$ cat src/hdl/cmf_pkg.sv
// Shared constants and types of the centred median filter.
package cmf_pkg;

	localparam int SAMPLE_W    = 16;
	localparam int BIT_CNT_W   = $clog2(SAMPLE_W);
	localparam int CNT_W       = 5;
	localparam int CNT_MAX     = 31;
	localparam int WIN_CFG_W   = 4;
	localparam int WIN_RESET   = 5;
	localparam int MAX_WINDOW  = 15;

	// Status of the bit-serial selector as seen by the controller.
	typedef struct packed {
		logic busy;
		logic done;
	} sel_stat_t;

endpackage

$ cat src/hdl/centered_median_filter_top.sv
// Top level of the centred median filter: control, configuration and output register.
// An item that yields one result is transferred, selected bit-serially over its 16 bits
// and registered in the output register; no new item is taken while a selection runs.
// A last item yields up to half+1 results, each selected after the previous one is loaded.
// The bit-serial selector paces these results; the output register holds a result
// while the next item is taken. Asynchronous reset clears control and count and sets window size 5.
module centered_median_filter_top #(
	parameter int MAX_WINDOW = cmf_pkg::MAX_WINDOW
) (
	input  logic                                 clk,
	input  logic                                 arst_n,
	input  logic                                 cfg_valid,
	output logic                                 cfg_ready,
	input  logic [cmf_pkg::WIN_CFG_W-1:0]        cfg_data,
	input  logic                                 sample_valid,
	output logic                                 sample_stall,
	input  logic signed [cmf_pkg::SAMPLE_W-1:0]  sample,
	input  logic                                 last,
	output logic                                 median_valid,
	input  logic                                 median_stall,
	output logic signed [cmf_pkg::SAMPLE_W-1:0]  median,
	output logic                                 last_res
);

	// Length width for the store, and a wider width for window arithmetic so
	// that count, window length and their sums never overflow.
	localparam int LW  = $clog2(MAX_WINDOW + 1);
	localparam int AW  = ((LW > cmf_pkg::CNT_W) ? LW : cmf_pkg::CNT_W) + 1;
	// The largest odd window that fits in the store.
	localparam int CAP = ((MAX_WINDOW % 2) == 0) ? MAX_WINDOW - 1 : MAX_WINDOW;

	typedef enum logic [1:0] {
		ST_IDLE,
		ST_RUN,
		ST_OUT
	} state_t;

	state_t                          state_q;
	logic [cmf_pkg::WIN_CFG_W-1:0]   win_size_q;
	logic [cmf_pkg::CNT_W-1:0]       count_q;
	logic [cmf_pkg::CNT_W-1:0]       fcnt_q;
	logic [AW-1:0]                   d_q;
	logic                            flush_q;
	logic                            out_valid_q;
	logic signed [cmf_pkg::SAMPLE_W-1:0] out_data_q;
	logic                            out_last_q;

	logic                            accept;
	logic [cmf_pkg::CNT_W-1:0]       cnt_n;
	logic [AW-1:0]                   cnt_a;
	logic [AW-1:0]                   ws_a;
	logic [AW-1:0]                   m_a;
	logic [AW-1:0]                   half_a;
	logic [AW-1:0]                   r_a;
	logic [AW-1:0]                   d0_a;
	logic [AW-1:0]                   len_nf;
	logic [AW-1:0]                   len_f0;
	logic [AW-1:0]                   len_c;
	logic [AW-1:0]                   sum_f0;
	logic [AW-1:0]                   sum_c;
	logic [AW-1:0]                   fcnt_a;
	logic                            acc_start;
	logic                            out_free;
	logic                            load;
	logic                            more;
	logic                            sel_start;
	logic [LW-1:0]                   sel_len;
	logic [AW-1:0]                   sel_len_a;
	cmf_pkg::sel_stat_t              sel_stat;
	logic [cmf_pkg::SAMPLE_W-1:0]    sel_res;
	logic [MAX_WINDOW-1:0]           win_msb;

	// Always ready; user must see it is written only while the filter is idle; not enforced.
	assign cfg_ready = 1'b1;

	// New samples are taken only while no selection is in flight.
	assign sample_stall = (state_q != ST_IDLE);
	assign accept       = sample_valid && !sample_stall;

	always_comb begin
		// Effective window: an even size is raised to odd, then capped by the store.
		ws_a   = AW'(win_size_q | cmf_pkg::WIN_CFG_W'(1));
		m_a    = (ws_a > AW'(CAP)) ? AW'(CAP) : ws_a;
		half_a = m_a >> 1;

		// The received count saturates well above any half window.
		cnt_n = (count_q == cmf_pkg::CNT_W'(cmf_pkg::CNT_MAX)) ? count_q : count_q + 1'b1;
		cnt_a = AW'(cnt_n);

		// Ordinary sample: the window is clipped at the start of the signal.
		len_nf = (cnt_a < m_a) ? cnt_a : m_a;

		// Last sample: the flush starts at the oldest pending position and
		// the window is clipped at both ends.
		r_a    = (cnt_a < half_a + 1'b1) ? cnt_a : half_a + 1'b1;
		d0_a   = r_a - 1'b1;
		sum_f0 = d0_a + half_a + 1'b1;
		len_f0 = (sum_f0 > cnt_a) ? cnt_a : sum_f0;

		// Following flush positions, one step nearer the newest sample.
		fcnt_a = AW'(fcnt_q);
		sum_c  = d_q + half_a;
		len_c  = (sum_c > fcnt_a) ? fcnt_a : sum_c;

		acc_start = accept && (last || (cnt_a > half_a));
		out_free  = !out_valid_q || !median_stall;
		load      = ((state_q == ST_RUN && sel_stat.done) || state_q == ST_OUT) && out_free;
		more      = flush_q && (d_q != '0);
		sel_start = acc_start || (load && more);

		if (acc_start) begin
			sel_len_a = last ? len_f0 : len_nf;
		end else begin
			sel_len_a = len_c;
		end
		sel_len = sel_len_a[LW-1:0];
	end

	// The single clocked block holds state, bookkeeping and the output register.
	always_ff @(posedge clk or negedge arst_n) begin
		if (!arst_n) begin
			state_q     <= ST_IDLE;
			win_size_q  <= cmf_pkg::WIN_CFG_W'(cmf_pkg::WIN_RESET);
			count_q     <= '0;
			fcnt_q      <= '0;
			d_q         <= '0;
			flush_q     <= 1'b0;
			out_valid_q <= 1'b0;
			out_data_q  <= '0;
			out_last_q  <= 1'b0;
		end else begin
			if (cfg_valid && cfg_ready) begin
				win_size_q <= cfg_data;
			end

			// A result that has been transferred leaves the output register,
			// unless a fresh one replaces it in the same cycle.
			if (out_valid_q && !median_stall && !load) begin
				out_valid_q <= 1'b0;
			end

			unique case (state_q)
				ST_IDLE: begin
					if (accept) begin
						// The count restarts once the last sample closes the signal.
						count_q <= last ? '0 : cnt_n;
						if (acc_start) begin
							state_q <= ST_RUN;
							flush_q <= last;
							d_q     <= last ? d0_a : '0;
							fcnt_q  <= cnt_n;
						end
					end
				end
				ST_RUN, ST_OUT: begin
					if (load) begin
						out_valid_q <= 1'b1;
						out_data_q  <= $signed(sel_res);
						out_last_q  <= flush_q && (d_q == '0);
						if (more) begin
							d_q     <= d_q - 1'b1;
							state_q <= ST_RUN;
						end else begin
							state_q <= ST_IDLE;
						end
					end else if (state_q == ST_RUN && sel_stat.done) begin
						// The selector holds its result until the output register frees.
						state_q <= ST_OUT;
					end
				end
				default: begin
					state_q <= ST_IDLE;
				end
			endcase
		end
	end

	cmf_window #(
		.MAX_WINDOW (MAX_WINDOW)
	) u_window (
		.clk       (clk),
		.push      (accept),
		.push_data (sample),
		.rotate    (sel_stat.busy),
		.msb       (win_msb)
	);

	cmf_select #(
		.MAX_WINDOW (MAX_WINDOW)
	) u_select (
		.clk    (clk),
		.arst_n (arst_n),
		.start  (sel_start),
		.len    (sel_len),
		.msb    (win_msb),
		.stat   (sel_stat),
		.result (sel_res)
	);

	assign median_valid = out_valid_q;
	assign median       = out_data_q;
	assign last_res     = out_last_q;

endmodule

$ cat src/hdl/cmf_window.sv
// Sample store: a line of rotating shift registers that presents one bit of each entry.
module cmf_window #(
	parameter int MAX_WINDOW = cmf_pkg::MAX_WINDOW
) (
	input  logic                          clk,
	input  logic                          push,
	input  logic [cmf_pkg::SAMPLE_W-1:0]  push_data,
	input  logic                          rotate,
	output logic [MAX_WINDOW-1:0]         msb
);

	logic [cmf_pkg::SAMPLE_W-1:0] entry_q [MAX_WINDOW];

	// A push moves whole words along the line; a rotation turns every word
	// left by one bit, so sixteen rotations restore the store.
	always_ff @(posedge clk) begin
		if (push) begin
			entry_q[0] <= push_data;
			for (int i = 1; i < MAX_WINDOW; i++) begin
				entry_q[i] <= entry_q[i-1];
			end
		end else if (rotate) begin
			for (int i = 0; i < MAX_WINDOW; i++) begin
				entry_q[i] <= {entry_q[i][cmf_pkg::SAMPLE_W-2:0],
					entry_q[i][cmf_pkg::SAMPLE_W-1]};
			end
		end
	end

	always_comb begin
		for (int i = 0; i < MAX_WINDOW; i++) begin
			msb[i] = entry_q[i][cmf_pkg::SAMPLE_W-1];
		end
	end

endmodule

$ cat src/hdl/cmf_select.sv
// Bit-serial rank selector: finds the upper median of the newest entries, MSB first.
module cmf_select #(
	parameter int MAX_WINDOW = cmf_pkg::MAX_WINDOW,
	localparam int LW        = $clog2(MAX_WINDOW + 1)
) (
	input  logic                          clk,
	input  logic                          arst_n,
	input  logic                          start,
	input  logic [LW-1:0]                 len,
	input  logic [MAX_WINDOW-1:0]         msb,
	output cmf_pkg::sel_stat_t            stat,
	output logic [cmf_pkg::SAMPLE_W-1:0]  result
);

	logic                            busy_q;
	logic                            done_q;
	logic [cmf_pkg::BIT_CNT_W-1:0]   bit_q;
	logic [MAX_WINDOW-1:0]           mask_q;
	logic [LW-1:0]                   rank_q;
	logic [cmf_pkg::SAMPLE_W-1:0]    res_q;

	logic                            first;
	logic [MAX_WINDOW-1:0]           bits_eff;
	logic [MAX_WINDOW-1:0]           zeros;
	logic [LW-1:0]                   count0;
	logic                            take_one;
	logic [MAX_WINDOW-1:0]           init_mask;

	always_comb begin
		// The sign bit is inverted so that signed order matches unsigned order.
		first    = (bit_q == '0);
		bits_eff = msb ^ {MAX_WINDOW{first}};
		zeros    = mask_q & ~bits_eff;
		count0   = '0;
		for (int i = 0; i < MAX_WINDOW; i++) begin
			count0 = count0 + LW'(zeros[i]);
		end
		take_one = (rank_q >= count0);
		for (int i = 0; i < MAX_WINDOW; i++) begin
			init_mask[i] = (LW'(i) < len);
		end
	end

	always_ff @(posedge clk or negedge arst_n) begin
		if (!arst_n) begin
			busy_q <= 1'b0;
			done_q <= 1'b0;
			bit_q  <= '0;
		end else begin
			done_q <= 1'b0;
			if (start) begin
				busy_q <= 1'b1;
				bit_q  <= '0;
			end else if (busy_q) begin
				bit_q <= bit_q + 1'b1;
				if (bit_q == cmf_pkg::BIT_CNT_W'(cmf_pkg::SAMPLE_W - 1)) begin
					busy_q <= 1'b0;
					done_q <= 1'b1;
				end
			end
		end
	end

	always_ff @(posedge clk) begin
		if (start) begin
			mask_q <= init_mask;
			rank_q <= len >> 1;
		end else if (busy_q) begin
			if (take_one) begin
				mask_q <= mask_q & bits_eff;
				rank_q <= rank_q - count0;
			end else begin
				mask_q <= zeros;
			end
			res_q <= {res_q[cmf_pkg::SAMPLE_W-2:0], take_one ^ first};
		end
	end

	assign stat.busy = busy_q;
	assign stat.done = done_q;
	assign result    = res_q;

endmodule

$ cat config.mk
export PLATFORM = sky130hd
export DESIGN_NAME = centered_median_filter_top
export DESIGN_NICKNAME = d
export VERILOG_FILES = /design/src/hdl/cmf_pkg.sv /design/src/hdl/centered_median_filter_top.sv /design/src/hdl/cmf_window.sv /design/src/hdl/cmf_select.sv
export SDC_FILE = /design/constraint.sdc
export NUM_CORES = 1
export LEC_CHECK = 0
export ABC_AREA = 1
export BUFFER_PORTS_ARGS = -buffer_cell sky130_fd_sc_hd__buf_2
export CORE_MARGIN = 10
export CORE_UTILIZATION = 45
export DETAILED_ROUTE_END_ITERATION = 7
export PLACE_DENSITY = 0.61
export SLEW_MARGIN = 20
export SYNTH_ARGS = -nofsm -noshare
export SYNTH_HDL_FRONTEND = slang
export SYNTH_HIERARCHICAL = 1
export SYNTH_SLANG_ARGS = --single-unit
$ cat constraint.sdc
create_clock -name clk -period 7.8 [get_ports clk]
set_input_delay 0.78 -clock clk [delete_from_list [all_inputs] [get_ports clk]]
set_output_delay 0.78 -clock clk [all_outputs]
set_load 0.02 [all_outputs]
# Word level (Yosys, flattened, before mapping)
# Memories as Yosys holds them, arrays and structs flattened.
# Index checks and enable logic that the tools add are counted.
[word_totals]
wordCells = 184
latch_bits = 0
inputBits = 26
out_inout_bits = 20
memories = 1
ramBits = 240
register_bits = 82
mem_bits_ro = 0
[op_classes]
n_div = 0
n_mux = 58
n_reduce_logical = 34
addsub = 23
shifts = 0
bitwise_logic = 21
multipliers = 0
order_cmp = 22
eq_ne = 9
[memory_table]
columns = ["name", "words", "word_bits", "read_ports", "rd_ports_with_merged_regs", "wr", "line_no", "rtl"]
rows = [
  ["u_window.entry_q", 15, 16, 15, 0, 15, "cmf_window.sv:12", "logic [cmf_pkg::SAMPLE_W-1:0] entry_q [MAX_WINDOW];"],
]
[ops]
columns = ["cell", "count"]
rows = [
  ["16-bit 2-to-1 mux", 15],
  ["4-bit by 1-bit adder with 4-bit output", 13],
  ["15-bit 2-to-1 mux", 3],
  ["4-bit 2-to-1 mux", 8],
  ["15-bit bitwise AND", 2],
  ["6-bit 2-to-1 mux", 5],
  ["4-bit < comparator (first input constant)", 7],
  ["3-bit by 4-bit < comparator with 1-bit output (first input constant)", 4],
  ["1-bit 2-to-1 mux", 15],
  ["5-bit 2-to-1 mux", 3],
  ["15-bit inverter", 1],
  ["1-bit bitwise OR", 15],
  ["15-bit bitwise XOR", 1],
  ["6-bit by 3-bit adder with 6-bit output", 2],
  ["6-bit by 5-bit > comparator with 1-bit output", 2],
  ["6-bit case mux with 2 select lines", 1],
  ["5-bit by 4-bit < comparator with 1-bit output", 2],
  ["2-bit AND reduction", 5],
  ["1-bit logical AND", 9],
  ["3-bit 2-to-1 mux", 3],
  ["1-bit by 4-bit < comparator with 1-bit output (first input constant)", 2],
  ["2-bit by 4-bit < comparator with 1-bit output (first input constant)", 2],
  ["2-bit 2-to-1 mux", 4],
  ["2-bit != test (second input constant)", 4],
  ["29 further kinds", 39],
]

# Longest topological paths before layout
# Gate-level depths: netlist of run 1.
[depth]
depth_word = 22
mapped_depth = 40
ltp_nobuf = 40

# By module
# The synthesis of run 1 kept the hierarchy.
[modules_own_cells]
columns = ["mod", "instances", "area_per_inst_um2", "cells_each", "seq_area_each_um2"]
rows = [
  ["cmf_window", 1, 10641.5, 1016, 7206.9],
  ["centered_median_filter_top", 1, 3200.6, 430, 1002.2],
  ["cmf_select", 1, 2827.7, 346, 1191.1],
]

# Worst setup path after synthesis of run 1
# Ideal clock, no wire load.
[synth_timing]
kind = "reg2reg"
from = "register u_select/bit_q[0] (netlist name)"
to = "register u_select.mask_q[13], data pin"
setup_ps = 253
stages_incl_launch_ff = 26
setup_slack_ps = 2194
arrival_ps = 5353
period_less_slack_ps = 5606
path_buffers = 3
t_required_ps = 7547
path_cell_list = "dfrtp_1 > inv_1 > ha_1 > clkbuf_2 > nand2_4 > buf_6 > nand2_1 > nand2_1 > nor2_1 > fa_1 > inv_1 > fa_1 > fa_1 > inv_1 > fa_1 > fa_1 > inv_1 > fa_1 > fa_1 > inv_1 > nand2_1 > a21oi_4 > clkbuf_8 > nand3_1 > nand3_1 > nand2_1"
[synth_between]
elab_chain_cells = 22
elab_cells_between_ends = 23
cone_classes = "14 x add/sub; 1 x order compare; 3 x mux; 4 x bitwise; 1 x reduce/logical"
[synth_lines]
columns = ["item", "line_no", "rtl"]
rows = [
  ["from (decl)", "cmf_select.sv:17", "logic [cmf_pkg::BIT_CNT_W-1:0] bit_q;"],
  ["from (signal assigned)", "cmf_select.sv:55", "bit_q <= bit_q + 1'b1;"],
  ["4-bit logical NOT *", "cmf_select.sv:31", "first = (bit_q == '0);"],
  ["15-bit bitwise XOR *", "cmf_select.sv:32", "bits_eff = msb ^ {MAX_WINDOW{first}};"],
  ["15-bit inverter", "cmf_select.sv:33", "zeros = mask_q & ~bits_eff;"],
  ["15-bit bitwise AND", "cmf_select.sv:33", ""],
  ["1-bit by 1-bit adder with 2-bit output", "cmf_select.sv:36", "count0 = count0 + LW'(zeros[i]);"],
  ["4-bit by 1-bit adder with 4-bit output (13 in a row)", "cmf_select.sv:36", ""],
  ["4-bit >= comparator", "cmf_select.sv:38", "take_one = (rank_q >= count0);"],
  ["15-bit 2-to-1 mux *", "cmf_select.sv:69", "if (take_one) begin"],
  ["15-bit 2-to-1 mux *", "cmf_select.sv:68", "end else if (busy_q) begin"],
  ["15-bit 2-to-1 mux *", "cmf_select.sv:65", "if (start) begin"],
  ["to (signal assigned)", "cmf_select.sv:66", "mask_q <= init_mask;"],
  ["to (signal assigned)", "cmf_select.sv:70", "mask_q <= mask_q & bits_eff;"],
  ["to (signal assigned)", "cmf_select.sv:73", "mask_q <= zeros;"],
  ["to (decl)", "cmf_select.sv:18", "logic [MAX_WINDOW-1:0] mask_q;"],
]
# Mark *: on every way between the ends. The rest lies on a longest branch, timed or not. The select of a mux whose other input is x is not followed.
# A chain may end at the register's enable or synchronous reset.

# Worst setup path in the final report of run 1
# Same ends and word-level chain as after synthesis.

==> out/metrics.yaml, run 1 <==
placement:
  place_congestion: 0.804
  dp_hpwl_mm: 20.0
  dpl_cell_area_um2: 16900
  io_buffers: 43
  pre_cts_ws_ns: 1.42
power_and_ir_drop:
  p_comb_share_pct: 42.8
  switching_share_pct: 40.9
  vdd_ir_drop_max_mv: 0.204
  internal-power_w: 0.00498
  p_per_area_nw_per_um2: 468
  pwr-share-seq_pct: 38.2
  power_switching_w: 0.00344
  power_w: 0.00842
  p_leak_nw: 8.39
  power_frac_clock_pct: 19.0
floorplanning:
  die_area_um2: 45100
  fp.coreArea_um2: 36600
  io_pins: 46
  die_h_um: 212
  die_w_um: 212
  start_util_pct: 45.5
  rows: 70
setup_path:
  max_stage_delay_ns: 0.60
  worst_ep_arrival_time_ns: 6.67
  crit_path_top_delay_cell: "ha_1"
  crit_required_ns: 8.08
  worst-path-buf-inv: 5
  critical_path_class: "reg -> reg"
  path_delay_family: "adder cells"
  cpMostUsedCell: "fa_1"
  cp-start-kind: "flip-flop"
  worstSetupEndpointType: "flip-flop"
  critical_path.cell_chain: "inv_1 -> ha_1 -> nand2_4 -> nand2_1 -> nand2_1 -> nor2_1 -> fa_1 -> inv_1 -> fa_1 -> fa_1 -> inv_1 -> fa_1 -> fa_1 -> inv_1 -> fa_1 -> fa_1 -> inv_1 -> nand2_1 -> a21oi_4 -> nand3_1 -> nand3_1 -> nand2_1"
  crit_path_max_fanout: 17
clock_tree:
  cts_setup_buffers: 0
  cts_tree: "done"
  cts_hold_buf: 0
  htree_levels: 2
  cts_buffer_depth: 3
  clk_latency_ns: 0.53
  clkSinkCount: 321
  cts_resized: 0
  clockRootBuffer: "clkbuf_16"
  cts.clk_slew.worst_paths_ns: 0.06
  numCtsBuffers: 36
sta:
  slew_violations: 0
  relSlewSlack_pct: 38.4
  clock-skew-final_ns: 0.0221
  setup_slack_ns: 1.41
  max_freq_ghz: 0.157
  worst_pin_slew_ns: 0.924
  finalCritPeriodShare_pct: 81.9
  timing.final.hold_violations: 0
  tns_ns: 0
  fin_crit_ns: 6.39
  setup_violations: 0
  grt_setup_unrepaired: "false"
yosys:
  syn-num-nets: 1874
  ys_async_sr_fraction_pct: 14.3
  synth_top_cell_by_area: "edfxtp_1"
  netlist_top_cells_area: "edfxtp_1 49%, nand2_1 15%, dfrtp_1 6.8%, nand3_1 6.2%, ha_1 3.3%"
  ys.flop_type: "edfxtp_1"
  synth.distinct_cells: 52
  synth_top_area_share_pct: 49.4
  syn_area_per_cell_um2: 9.30
  syn_inst: 1792
  syn_area_um2: 16700
  synth_edf_count: 274
  yosys_warnings: 6
  yosysSeqAreaShare_pct: 56.4
  ys_ff_latch: 321
global_routing:
  grt_use_total_pct: 14.4
  grt_pass1_vias: 11500
  grt_overflow: 0
  grt_max_degree: 132
  grt_pass1_wl_mm: 54.9
  antenna_found_initial: 0
detailed_routing:
  wl_per_cell_um: 14.2
  totalWireLength_mm: 32.2
  first_iter_violations: 834
  drc: 0
  drt-vias-per-instance: 5.11
  dr.pass1.iters: 5
  ant_nets: 0
  vias: 11600
final_layout:
  drive_gt1_share_pct: 8.74
  fill_cells: 3453
  final_common_cell: "nand2_1"
  final_cell_mix: "680 x nand2_1, 274 x edfxtp_1, 208 x nand3_1"
  final_util_pct: 49.2
  fin_area_um2: 18000
  regArea_um2: 9400
  multi_input_area_um2: 6010
  antenna_cells: 0
  syn2layout_area_growth_pct: 7.98
  finalNetCount: 1863
hold_path:
  hold_class: "in -> async"
flow_run:
  drv_cap: 0
status:
  outcome: "complete, no violations"
==> synth_stat cells (all sizes together), types with 8 or more instances <==
library cell / count
o21ai: 111
ha: 44
clkbuf: 24
inv: 152
nor2: 61
nand3: 216
dfrtp: 45
fa: 12
buf: 78
xor2: 8
a21oi: 19
edfxtp: 274
nand2: 702
==> through the flow <==
step	hold slack, ns	instances
2_1_floorplan	0.426	1792
3_3_place_gp	0.430	2211
3_5_place_dp	0.437	2211
4_1_cts	0.356	2276
5_1_grt	0.410	2276
6_report	0.354	2276
==> registers in the layout, summed over array words and instances (netlist names) <==
signal	flops
median	16
d_q	6
fcnt_q	5
flush_q	1
u_select/rank_q	4
count_q	5
state_q	2
u_select/mask_q	15
last_res	1
win_size_q	3
u_select/bit_q	4
u_window/entry_q	240
u_select/done_q	1
u_select/busy_q	1
u_select/result	16
median_valid	1
==> power groups by stage <==
stage          sequential [W]  combinational, W  clock [W]
6_report              0.00321           0.00360    0.00160
5_1_grt               0.00331           0.00419    0.00172
4_1_cts               0.00322           0.00365    0.00165
3_5_place_dp          0.00325           0.00362          0
3_3_place_gp          0.00324           0.00353          0
2_1_floorplan         0.00317           0.00297          0
==> per-layer routing <==
| metal | wire length (µm) | global-route usage [%] | vias to the layer above |
|---|---|---|---|
| met5 | 0 | 0 | - |
| met4 | 621 | 4.31 | 0 |
| met3 | 1240 | 2.37 | 48 |
| met2 | 15400 | 24.0 | 167 |
| met1 | 15000 | 18.8 | 5551 |
| li1 | - | - | 5870 |
==> logic make-up after synthesis <==
kind of cell	share of synthesized area [%]
compound gates	4.91
xor+xnor	0.683
fa+ha+maj	4.74
buf+inv	7.63
flops	56.4
other cells	0.0225
simple gates	25.6
==> layout make-up <==
class	count	area share, %
sequential	321	52.2
multi-input combinational	1214	33.4
clock buffer	46	5.21
tap	468	3.25
inverter	154	3.24
timing repair buffer	54	1.72
clock inverter	19	0.938
==> worst paths after layout <==
check | startpoint | end | slack [ns] | depth (start not counted)
setup / recovery | u_select/bit_q[0] | u_select/mask_q[13] | 1.41 | 22
hold / removal | arst_n | win_size_q[1] | 0.35 | 2
setup reg to reg | u_select/bit_q[0] | u_select/mask_q[13] | 1.41 | 22
hold reg to reg | u_select/result[12] | u_select/result[13] | 0.45 | 0
max in group asynchronous | arst_n | u_select/busy_q | 6.95 | 2
min in group clk | u_select/result[12] | u_select/result[13] | 0.45 | 0
(Power assumes the default switching activity.)
==> run 2, diff against run 1 <==
==> constraint.sdc (replaced) <==
create_clock -name clk -period 6.7 [get_ports clk]
set_input_delay 0.67 -clock clk [delete_from_list [all_inputs] [get_ports clk]]
set_output_delay 0.67 -clock clk [all_outputs]
set_load 0.02 [all_outputs]
==> out/metrics.yaml, run 2 (same netlist as run 1, synthesis figures left out) <==
final_layout:
  antenna_cells: 0  # unchanged
  fin_area_um2: 18100  # +0.33%
  largest_reg_flops: 240  # unchanged
  drive_gt1_share_pct: 8.96  # +0.22 points
  syn2layout_area_growth_pct: 8.33
  final_cell_mix: "680 x nand2_1, 274 x edfxtp_1, 208 x nand3_1"
  finalNetCount: 1866  # +0.16%
  final_common_cell: "nand2_1"
  top_register: "u_window/entry_q"
global_routing:
  grt_pass1_wl_mm: 55.9  # +1.8%
  grt_use_total_pct: 14.8  # +0.39 points
  antenna_found_initial: 0  # unchanged
  grt_overflow: 0  # unchanged
  grt_max_degree: 123  # -6.8%
  grt_pass1_vias: 11400  # -0.90%
sta:
  setup_violations: 0  # unchanged
  fin_crit_ns: 6.12  # -0.271 ns
  tns_ns: 0  # unchanged
  slew_violations: 0  # unchanged
  grt_setup_unrepaired: "false"
  setup_slack_ns: 0.582  # -0.829 ns
  timing.final.hold_violations: 0  # unchanged
  worst_pin_slew_ns: 1.06  # +0.141 ns
  max_freq_ghz: 0.163  # +4.4%
  relSlewSlack_pct: 29.0  # -9.4 points
  clock-skew-final_ns: 0.0217  # -0.000447 ns
  finalCritPeriodShare_pct: 91.3  # +9.4 points
setup_path:
  worstSetupEndpointType: "flip-flop"
  r2r_cells: 22  # unchanged
  crit_path_top_delay_cell: "fa_1"
  cpMostUsedCell: "fa_1"
  cp-start-kind: "flip-flop"
  critical_path.cell_chain: "inv_1 -> ha_2 -> nand2_4 -> nand2_1 -> nand2_1 -> nor2_1 -> fa_1 -> inv_1 -> fa_1 -> fa_1 -> inv_1 -> fa_1 -> fa_1 -> inv_1 -> fa_1 -> fa_1 -> inv_1 -> nand2_1 -> nand2_1 -> nand3_2 -> nand2_1 -> nand2_1"
  worst_ep_arrival_time_ns: 6.39  # -0.28 ns
  max_stage_delay_ns: 0.52  # -0.08 ns
  crit_required_ns: 6.97  # -1.11 ns
  crit_path_max_fanout: 16  # -1
  critical_path_class: "reg -> reg"
clock_tree:
  cts_buffer_depth: 3  # unchanged
  clk_latency_ns: 0.54  # about the same
  cts.clk_slew.worst_paths_ns: 0.06  # about the same
  clockRootBuffer: "clkbuf_16"
  numCtsBuffers: 37  # +2.8%
  cts_tree: "done"
  htree_levels: 2  # unchanged
  clkSinkCount: 321  # unchanged
placement:
  place_congestion: 0.823  # +2.4%
  pre_cts_ws_ns: 0.345  # -1.07 ns
  dpl_cell_area_um2: 16900  # about the same
  io_buffers: 43  # unchanged
  dp_hpwl_mm: 20.7  # +3.2%
detailed_routing:
  vias: 11600  # +0.10%
  dr.pass1.iters: 7  # +2
  totalWireLength_mm: 33.0  # +2.4%
  wl_per_cell_um: 14.5  # +2.4%
  drt-vias-per-instance: 5.12  # +0.10%
  ant_nets: 0  # unchanged
  drc: 0  # unchanged
  first_iter_violations: 985  # +18%
power_and_ir_drop:
  switching_share_pct: 40.7  # -0.15 points
  p_leak_nw: 8.42  # +0.28%
  vdd_ir_drop_max_mv: 0.253  # +24%
  p_per_area_nw_per_um2: 550  # +18%
  internal-power_w: 0.00589  # +18%
  pwr-share-seq_pct: 37.7  # -0.5 points
  p_comb_share_pct: 42.7  # about the same
  power_frac_clock_pct: 19.6  # +0.6 points
  power_switching_w: 0.00404  # +18%
floorplanning:
  io_pins: 46  # unchanged
  die_w_um: 212  # unchanged
  start_util_pct: 45.5  # unchanged
  fp.coreArea_um2: 36600  # unchanged
  die_h_um: 212  # unchanged
  die_area_um2: 45100  # unchanged
  rows: 70  # unchanged
hold_path:
  hold_class: "in -> async"
flow_run:
  drv_cap: 0  # unchanged
status:
  outcome: "complete, no violations"
-- run 2: power by group through the flow --
stage	logic (W)	clock network (W)	registers, W
floorplan	0.00345	0	0.00369
global placement	0.00413	0	0.00377
detailed placement	0.00425	0	0.00379
CTS	0.00428	0.00201	0.00376
global route	0.00493	0.00209	0.00386
finish	0.00424	0.00194	0.00375
-- run 2: per-layer routing --
| metal | share of wire (%) | vias up | GRT usage [%] |
|---|---|---|---|
| met2 | 48 | 180 | 24.6 |
| li1 | - | 5870 | - |
| met5 | 0 | - | 0 |
| met4 | 1.5 | 0 | 3.99 |
| met1 | 46 | 5558 | 19.4 |
| met3 | 4.1 | 40 | 2.61 |
-- run 2: worst paths after layout --
| check | from | endpoint | slack, ns |
|---|---|---|---|
| hold reg to reg | u_select/result[4] | u_select/result[5] | 0.45 |
| setup reg to reg | u_select/bit_q[0] | u_select/rank_q[2] | 0.58 |
| min in group clk | cfg_data[2] | win_size_q[2] | 0.35 |
| max in group asynchronous | arst_n | u_select/busy_q | 5.99 |
| hold / removal | arst_n | win_size_q[1] | 0.24 |
| setup / recovery | u_select/bit_q[0] | u_select/rank_q[2] | 0.58 |
-- run 2: worst max-delay path, delay by kind of cell, from the launching register on --
kind          cells  cell delay, ns
fa+ha+maj         8            3.65
simple gates      9            1.41
flops             1            0.40
buf+inv           5            0.39
-- run 2: per-stage QoR --
stage	utilization, %	instances	hold slack, ns	total power [W]
CTS	49.3	2276	0.241	0.0100
global route	49.3	2276	0.287	0.0109
global placement	46.2	2213	0.432	0.00790
finish	49.3	2276	0.236	0.00993
floorplan	-	1792	0.374	0.00714
detailed placement	46.2	2213	0.435	0.00805
-- run 2: final cells by class --
type	count	area, µm²
Timing Repair Buffer	56	325
Inverter	154	583
Clock inverter	12	159
Sequential cell	321	9400
Tap cell	468	586
Fill cell	3404	18600
Multi-Input combinational cell	1214	6000
Clock buffer	51	998
-- run 2: what timing repair did --
item	4_1_cts	5_1_grt
hold buffers	0	0
setup endpoints to repair	0	16
setup buffers	0	0
endpoints found under the hold margin	0	0
gates resized for setup	0	1
